`src/triple_key_membership_set_defines.svh`:
```
// Assertion macros for the triple-key membership set.
`ifndef TRIPLE_KEY_MEMBERSHIP_SET_DEFINES_SVH
`define TRIPLE_KEY_MEMBERSHIP_SET_DEFINES_SVH

// Same-cycle implication, checked outside reset.
`define TKMS_ASSERT_NOW(lbl, ante, cons, msg) \
    lbl: assert property (@(posedge clk) disable iff (!rst_n) (ante) |-> (cons)) \
        else $error(msg);

// Next-cycle implication, checked outside reset.
`define TKMS_ASSERT_NEXT(lbl, ante, cons, msg) \
    lbl: assert property (@(posedge clk) disable iff (!rst_n) (ante) |=> (cons)) \
        else $error(msg);

`endif

```
`src/tkms_pkg.sv`:
```
// Shared constants and types of the triple-key membership set.
package tkms_pkg;

    localparam int MAP_W   = 14;
    localparam int EVENT_W = 14;
    localparam int PAGE_W  = 7;
    localparam int KEY_W   = MAP_W + EVENT_W + PAGE_W;
    localparam int OP_W    = 2;

    localparam int S_TDATA_W = ((KEY_W + 7) / 8) * 8;
    localparam int S_TUSER_W = OP_W + 1;
    localparam int M_TDATA_W = 8;

    localparam logic [OP_W-1:0] OP_MARK  = 2'd0;
    localparam logic [OP_W-1:0] OP_QUERY = 2'd1;
    localparam logic [OP_W-1:0] OP_CLEAR = 2'd2;

    typedef struct packed {
        logic table_full;
        logic removed;
        logic found;
    } result_t;

endpackage

```
`src/tkms_key_ram.sv`:
```
// Key storage: one write port, one registered read port.
module tkms_key_ram #(
    parameter int DEPTH  = 64,
    parameter int ADDR_W = 6
) (
    input  logic                       clk,
    input  logic                       wr_en,
    input  logic [ADDR_W-1:0]          wr_addr,
    input  logic [tkms_pkg::KEY_W-1:0] wr_data,
    input  logic                       rd_en,
    input  logic [ADDR_W-1:0]          rd_addr,
    output logic [tkms_pkg::KEY_W-1:0] rd_data
);

    logic [tkms_pkg::KEY_W-1:0] mem [DEPTH];

    always_ff @(posedge clk)
    begin
        if (wr_en)
        begin
            mem[wr_addr] <= wr_data;
        end
    end

    always_ff @(posedge clk)
    begin
        if (rd_en)
        begin
            rd_data <= mem[rd_addr];
        end
    end

endmodule

```
`src/tkms_seq.sv`:
```
// Sequencer: scans stored keys through one comparator, then inserts or deletes; clear empties the table.
module tkms_seq #(
    parameter int DEPTH  = 64,
    parameter int ADDR_W = 6,
    parameter int CNT_W  = 7
) (
    input  logic                       clk,
    input  logic                       rst_n,
    input  logic                       start,
    input  logic [tkms_pkg::OP_W-1:0]  op,
    input  logic                       remove_request,
    input  logic [tkms_pkg::KEY_W-1:0] key,
    output logic                       idle,
    output logic                       done,
    output tkms_pkg::result_t          result,
    output logic                       rd_en,
    output logic [ADDR_W-1:0]          rd_addr,
    input  logic [tkms_pkg::KEY_W-1:0] rd_data,
    output logic                       wr_en,
    output logic [ADDR_W-1:0]          wr_addr,
    output logic [tkms_pkg::KEY_W-1:0] wr_data
);

    typedef enum logic [4:0] {
        ST_IDLE = 5'b00001,
        ST_READ = 5'b00010,
        ST_CMP  = 5'b00100,
        ST_MVRD = 5'b01000,
        ST_MVWR = 5'b10000
    } state_t;

    state_t                     state_reg, state_next;
    logic [ADDR_W-1:0]          idx_reg, idx_next;
    logic [CNT_W-1:0]           count_reg, count_next;
    logic [tkms_pkg::KEY_W-1:0] key_reg, key_next;
    logic [tkms_pkg::OP_W-1:0]  op_reg, op_next;
    logic                       rm_reg, rm_next;

    logic [CNT_W-1:0]  count_m1;
    logic [ADDR_W-1:0] last_idx;
    logic              full;
    logic              hit;
    logic              at_last;

    assign count_m1 = count_reg - CNT_W'(1);
    assign last_idx = count_m1[ADDR_W-1:0];
    assign full     = (count_reg == CNT_W'(DEPTH));
    assign hit      = (rd_data == key_reg);
    assign at_last  = (idx_reg == last_idx);
    assign idle     = (state_reg == ST_IDLE);

    always_comb
    begin
        state_next = state_reg;
        idx_next   = idx_reg;
        count_next = count_reg;
        key_next   = key_reg;
        op_next    = op_reg;
        rm_next    = rm_reg;
        done       = 1'b0;
        result     = '0;
        rd_en      = 1'b0;
        rd_addr    = idx_reg;
        wr_en      = 1'b0;
        wr_addr    = idx_reg;
        wr_data    = key_reg;

        unique case (state_reg)
            ST_IDLE:
            begin
                if (start)
                begin
                    key_next = key;
                    op_next  = op;
                    rm_next  = remove_request;
                    idx_next = '0;
                    if (op == tkms_pkg::OP_MARK || op == tkms_pkg::OP_QUERY)
                    begin
                        if (count_reg == '0)
                        begin
                            // Empty table: a mark goes straight into slot zero
                            done = 1'b1;
                            if (op == tkms_pkg::OP_MARK)
                            begin
                                wr_en      = 1'b1;
                                wr_addr    = '0;
                                wr_data    = key;
                                count_next = CNT_W'(1);
                            end
                        end
                        else
                        begin
                            state_next = ST_READ;
                        end
                    end
                    else
                    begin
                        done = 1'b1;
                        if (op == tkms_pkg::OP_CLEAR)
                        begin
                            count_next = '0;
                        end
                    end
                end
            end

            ST_READ:
            begin
                rd_en      = 1'b1;
                state_next = ST_CMP;
            end

            ST_CMP:
            begin
                if (hit)
                begin
                    if (op_reg == tkms_pkg::OP_MARK && rm_reg && !at_last)
                    begin
                        // Fill the hole with the last entry
                        state_next = ST_MVRD;
                    end
                    else
                    begin
                        done         = 1'b1;
                        result.found = 1'b1;
                        state_next   = ST_IDLE;
                        if (op_reg == tkms_pkg::OP_MARK && rm_reg)
                        begin
                            result.removed = 1'b1;
                            count_next     = count_m1;
                        end
                    end
                end
                else if (at_last)
                begin
                    done       = 1'b1;
                    state_next = ST_IDLE;
                    if (op_reg == tkms_pkg::OP_MARK)
                    begin
                        if (full)
                        begin
                            result.table_full = 1'b1;
                        end
                        else
                        begin
                            wr_en      = 1'b1;
                            wr_addr    = count_reg[ADDR_W-1:0];
                            count_next = count_reg + CNT_W'(1);
                        end
                    end
                end
                else
                begin
                    idx_next   = idx_reg + ADDR_W'(1);
                    state_next = ST_READ;
                end
            end

            ST_MVRD:
            begin
                rd_en      = 1'b1;
                rd_addr    = last_idx;
                state_next = ST_MVWR;
            end

            ST_MVWR:
            begin
                wr_en          = 1'b1;
                wr_data        = rd_data;
                count_next     = count_m1;
                done           = 1'b1;
                result.found   = 1'b1;
                result.removed = 1'b1;
                state_next     = ST_IDLE;
            end

            default:
            begin
                state_next = ST_IDLE;
            end
        endcase
    end

    always_ff @(posedge clk or negedge rst_n)
    begin
        if (!rst_n)
        begin
            state_reg <= ST_IDLE;
            count_reg <= '0;
        end
        else
        begin
            state_reg <= state_next;
            count_reg <= count_next;
        end
    end

    always_ff @(posedge clk)
    begin
        idx_reg <= idx_next;
        key_reg <= key_next;
        op_reg  <= op_next;
        rm_reg  <= rm_next;
    end

endmodule

```
`src/triple_key_membership_set.sv`:
```
// Clear, an unused op or an empty table needs no key scan; a lookup reads and compares the
// stored keys one at a time, and a delete from mid-table then moves the last key into the
// hole. The single key memory read port and comparator set how long an item takes.
// One item in flight; the next is accepted the cycle after its result is taken.
// Reset (rst_n, asynchronous, active low) empties the table; no clearing pass is needed.
// Top level of the triple-key membership set.
`include "triple_key_membership_set_defines.svh"

module triple_key_membership_set #(
    parameter int TABLE_DEPTH = 64
) (
    input  logic                           clk,
    input  logic                           rst_n,
    input  logic                           s_tvalid,
    output logic                           s_tready,
    // map_id[13:0], event_id[27:14], page_id[34:28], zero pad
    input  logic [tkms_pkg::S_TDATA_W-1:0] s_tdata,
    // op[1:0], remove_request[2]
    input  logic [tkms_pkg::S_TUSER_W-1:0] s_tuser,
    output logic                           m_tvalid,
    input  logic                           m_tready,
    // found[0], removed[1], table_full[2], zero pad
    output logic [tkms_pkg::M_TDATA_W-1:0] m_tdata
);

    localparam int ADDR_W = (TABLE_DEPTH > 1) ? $clog2(TABLE_DEPTH) : 1;
    localparam int CNT_W  = $clog2(TABLE_DEPTH + 1);

    logic                       seq_idle;
    logic                       seq_done;
    tkms_pkg::result_t          seq_result;
    logic                       start;
    logic                       rd_en;
    logic [ADDR_W-1:0]          rd_addr;
    logic [tkms_pkg::KEY_W-1:0] rd_data;
    logic                       wr_en;
    logic [ADDR_W-1:0]          wr_addr;
    logic [tkms_pkg::KEY_W-1:0] wr_data;

    logic                       m_tvalid_reg, m_tvalid_next;
    tkms_pkg::result_t          res_reg, res_next;

    assign s_tready = seq_idle && !m_tvalid_reg;
    assign start    = s_tvalid && s_tready;

    tkms_seq #(
        .DEPTH  (TABLE_DEPTH),
        .ADDR_W (ADDR_W),
        .CNT_W  (CNT_W)
    ) u_seq (
        .clk            (clk),
        .rst_n          (rst_n),
        .start          (start),
        .op             (s_tuser[tkms_pkg::OP_W-1:0]),
        .remove_request (s_tuser[tkms_pkg::OP_W]),
        .key            (s_tdata[tkms_pkg::KEY_W-1:0]),
        .idle           (seq_idle),
        .done           (seq_done),
        .result         (seq_result),
        .rd_en          (rd_en),
        .rd_addr        (rd_addr),
        .rd_data        (rd_data),
        .wr_en          (wr_en),
        .wr_addr        (wr_addr),
        .wr_data        (wr_data)
    );

    tkms_key_ram #(
        .DEPTH  (TABLE_DEPTH),
        .ADDR_W (ADDR_W)
    ) u_ram (
        .clk     (clk),
        .wr_en   (wr_en),
        .wr_addr (wr_addr),
        .wr_data (wr_data),
        .rd_en   (rd_en),
        .rd_addr (rd_addr),
        .rd_data (rd_data)
    );

    // Hold the result until the item is taken
    always_comb
    begin
        m_tvalid_next = m_tvalid_reg;
        res_next      = res_reg;
        if (m_tvalid_reg && m_tready)
        begin
            m_tvalid_next = 1'b0;
        end
        if (seq_done)
        begin
            m_tvalid_next = 1'b1;
            res_next      = seq_result;
        end
    end

    always_ff @(posedge clk or negedge rst_n)
    begin
        if (!rst_n)
        begin
            m_tvalid_reg <= 1'b0;
        end
        else
        begin
            m_tvalid_reg <= m_tvalid_next;
        end
    end

    always_ff @(posedge clk)
    begin
        res_reg <= res_next;
    end

    assign m_tvalid = m_tvalid_reg;
    assign m_tdata  = {{(tkms_pkg::M_TDATA_W - 3){1'b0}}, res_reg};

    `TKMS_ASSERT_NOW(a_ready_excl, s_tready, !m_tvalid, "input ready while result pending")
    `TKMS_ASSERT_NEXT(a_busy_after_accept, s_tvalid && s_tready, !s_tready,
        "ready right after an accepted item")
    `TKMS_ASSERT_NOW(a_removed_found, m_tvalid && m_tdata[1], m_tdata[0],
        "removed without found")
    `TKMS_ASSERT_NOW(a_full_excl, m_tvalid && m_tdata[2], !m_tdata[0] && !m_tdata[1],
        "table_full together with found or removed")

endmodule
```
`config.mk`:
```
export PLATFORM = sky130hd
export DESIGN_NAME = triple_key_membership_set
export DESIGN_NICKNAME = d
export VERILOG_FILES = /design/src/tkms_pkg.sv /design/src/tkms_key_ram.sv /design/src/tkms_seq.sv /design/src/triple_key_membership_set.sv
export VERILOG_INCLUDE_DIRS = /design/src /design/src/src
export SDC_FILE = /design/constraint.sdc
export NUM_CORES = 2
export LEC_CHECK = 0
export ABC_AREA = 1
export CAP_MARGIN = 25
export CORE_ASPECT_RATIO = 2
export CORE_MARGIN = 1.5
export CORE_UTILIZATION = 40
export DETAILED_ROUTE_END_ITERATION = 16
export DONT_BUFFER_PORTS = 1
export GPL_ROUTABILITY_DRIVEN = 0
export MAX_ROUTING_LAYER = met4
export SYNTH_ARGS = -nofsm -noshare
export SYNTH_HDL_FRONTEND = slang
export SYNTH_SLANG_ARGS = --single-unit
```
`constraint.sdc`:
```
create_clock -name clk -period 4.9 [get_ports clk]
set_clock_uncertainty 0.15 [all_clocks]
set_input_delay 0.245 -clock clk [delete_from_list [all_inputs] [get_ports clk]]
set_output_delay 0.245 -clock clk [all_outputs]
set_load 0.01 [all_outputs]
```
==> flow_summary.yaml <==
route:
  first_pass_iters: 6
  final_antenna_net_count: 0
  drt_wl_total_um: 307000
  wl_per_cell_um: 25.8
  viasPerCell: 5.44
  via_count: 64800
  drc_errors: 0
  drt_first_iter_violations: 6474
power:
  power_w: 0.0631
  powerDensity_mw_per_mm2: 568
  ir_worst_vdd_uv: 433
  power.leakage_nw: 41.0
clocking:
  clkLatencyLatePin_ps: 860
  cts_buffer_depth: 4
  postCtsSetupBuffers: 0
  clkSlewWorstSetupHoldPaths_ps: 70
  cts_buffers: 195
  h-tree-depth: 4
  cts_tree: "yes"
  clock-sinks: 2335
  root_buffer: "clkbuf_16"
synthesis:
  ys_warn_count: 0
  netlist_instances: 8399
  ys_types: 43
  postSynthAreaPerCell_um2: 11.6
  yosys-top-cells-area: "edfxtp_1 72%, nand2_1 12%, nand3_1 5.7%, o211ai_1 4.1%, inv_1 2.3%"
  synthDominantCellAreaShare: 0.717
  yosysSeqAreaShare: 0.721
  synth_largest_area_cell: "edfxtp_1"
  ys_ff_latch: 2335
  syn-cell-area_mm2: 0.0972
final_layout:
  final_nets: 8554
  layout_commonest_cell: "nand2_1"
  syn_to_final_growth_pct: 14.2
  drive_gt1_frac: 0.0920
  largest_reg_flops: 2240
  mostFrequentLayoutCells: "2995 x nand2_1, 2322 x edfxtp_1, 1076 x nand3_1, 606 x inv_1, 537 x o211ai_1"
placement:
  hpwl_um: 180000
  numPortBuffers: 0
timing:
  fin_crit_ps: 4200
  slew_headroom: 0.289
  tightest_slew_ps: 1070
  fin_tns_setup_ps: 0
  setup_viol: 0
  worst_hold_slack_ps: 60.3
  hold_viol_final: 0
  rsz0062_at_grt: "no"
  finalCritPeriodShare: 0.856
  fmax_ghz: 0.238
  maxSlewViolCount: 0
setup_path:
  cp.arrival_ps: 4600
  r2r-end: "u_ram.mem[6][19]"
  worstPathRequired_ps: 5300
  start_kind: "flip-flop"
  worstSetupPathType: "flip-flop to flip-flop"
  startpoint: "u_seq.count_reg[0]"
  r2r_cells: 16
  endpoint_kind: "flip-flop"
  cp_max_fo: 36
  reg2reg_slack_ps: 700
  crit_end: "u_ram.mem[6][19]"
  timing.rr.start: "u_seq.count_reg[0]"
global_routing:
  grt_antenna_before_repair: 35
  grt_pass1_vias: 62700
  grt_pass1_wl_um: 436000
  grt_max_degree: 121
  track_usage: 0.255
  overflow: 0
hold_path:
  holdCritPathClass: "input pin to flip-flop"
floorplan:
  die_h_um: 700
  dieArea_mm2: 0.246
  initial_core_util: 0.402
  num_rows: 255
  io-pin-count: 57
  chipWidth_um: 352
  coreArea_mm2: 0.242
outcome:
  outcome: "completed"
run:
  maxCapViolCount: 0
worst max-delay path, stage by stage (launching register included):
cell     delay, ps
dfrtp_1        490
inv_2          200
ha_1           290
nand3_2        140
nor2_1         190
nand2_1        120
inv_1           90
nand4_2        210
inv_2          130
nor2_2          50
buf_12         190
nand2_1        100
inv_2           90
a21oi_2        220
nand3_4        390
nor2_4         520
buf_12         280
synth_stat cells:
master	instances
buf_1	55
nor4_1	3
a31oi_1	4
nand2_4	3
nand2_1	2995
xor2_1	4
nand3_4	4
nand3_1	1111
inv_2	9
dfrtp_1	12
or2_2	1
o21ai_2	4
nand3_2	16
nand4_1	6
nor2_1	128
buf_4	8
inv_1	607
dfstp_2	1
buf_2	224
clkinv_2	1
nor3_2	1
nor2_4	2
xnor2_1	36
edfxtp_1	2322
a21oi_4	2
nor2_8	1
o22ai_1	1
nand4_2	1
nor2_2	1
nor3_4	1
nor3_1	8
a21oi_1	4
clkinv_1	1
nand2_2	8
conb_1	1
clkbuf_1	216
o211ai_1	537
o21ai_1	7
ha_1	3
a21oi_2	1
o221ai_1	1
o21ai_0	47
o21a_1	1
through the flow:
stage	utilization	cells	cell area [um^2]	worst slack, ps
after floorplan	-	8403	97200	259
after global placement	0.430	11500	104000	739
after detailed placement	0.430	11500	104000	715
after CTS	0.459	11900	111000	730
after global routing	0.460	11900	111000	432
final	0.460	11900	111000	704
layer usage:
metal | vias up | wire (um) | GRT usage
li1 | 29300 | - | -
met4 | 0 | 32100 | 0.225
met2 | 2658 | 153000 | 0.421
met1 | 32000 | 104000 | 0.267
met3 | 878 | 18200 | 0.0290
met5 | - | 0 | -
power by group:
part           internal (W)  switching, W  total (W)
combinational       0.00615        0.0168     0.0230
clock               0.00899       0.00721     0.0162
sequential           0.0237      0.000218     0.0239
how the worst min path moves through the flow:
stage               cells after the start        start                 end
floorplan                               0        rst_n            m_tvalid
global placement                        0        rst_n  u_seq.count_reg[0]
detailed placement                      0        rst_n  u_seq.count_reg[1]
CTS                                     1  s_tdata[30]   u_seq.key_reg[30]
global route                            1  s_tdata[30]   u_seq.key_reg[30]
finish                                  1  s_tdata[16]   u_seq.key_reg[16]
cell families after synthesis:
family                     Yosys count  synth area share
and+or+nand+nor                   4290             0.183
AOI/OAI and AO/OA                  609            0.0457
other                                1         0.0000386
xor gates and xnor gates            40           0.00360
DFF                               2335             0.721
buffers and inverters             1121            0.0465
adders and majority gates            3          0.000386
repair_timing:
action,4_1_cts,5_1_grt
endpoints found under the hold margin,615,81
hold buffers,54,2
resized for setup,0,0
endpoints found under the setup margin,0,0
area by class of cell:
class | instances | area, um^2
repair buffers | 407 | 4680
inverters | 618 | 2340
clock buffers | 228 | 5110
multi-input cells | 4947 | 23400
fillers | 21300 | 130000
flip-flops and latches | 2335 | 70100
diodes | 43 | 108
clock inverters | 118 | 1330
well taps | 3212 | 4020
(Power assumes the default switching activity.)
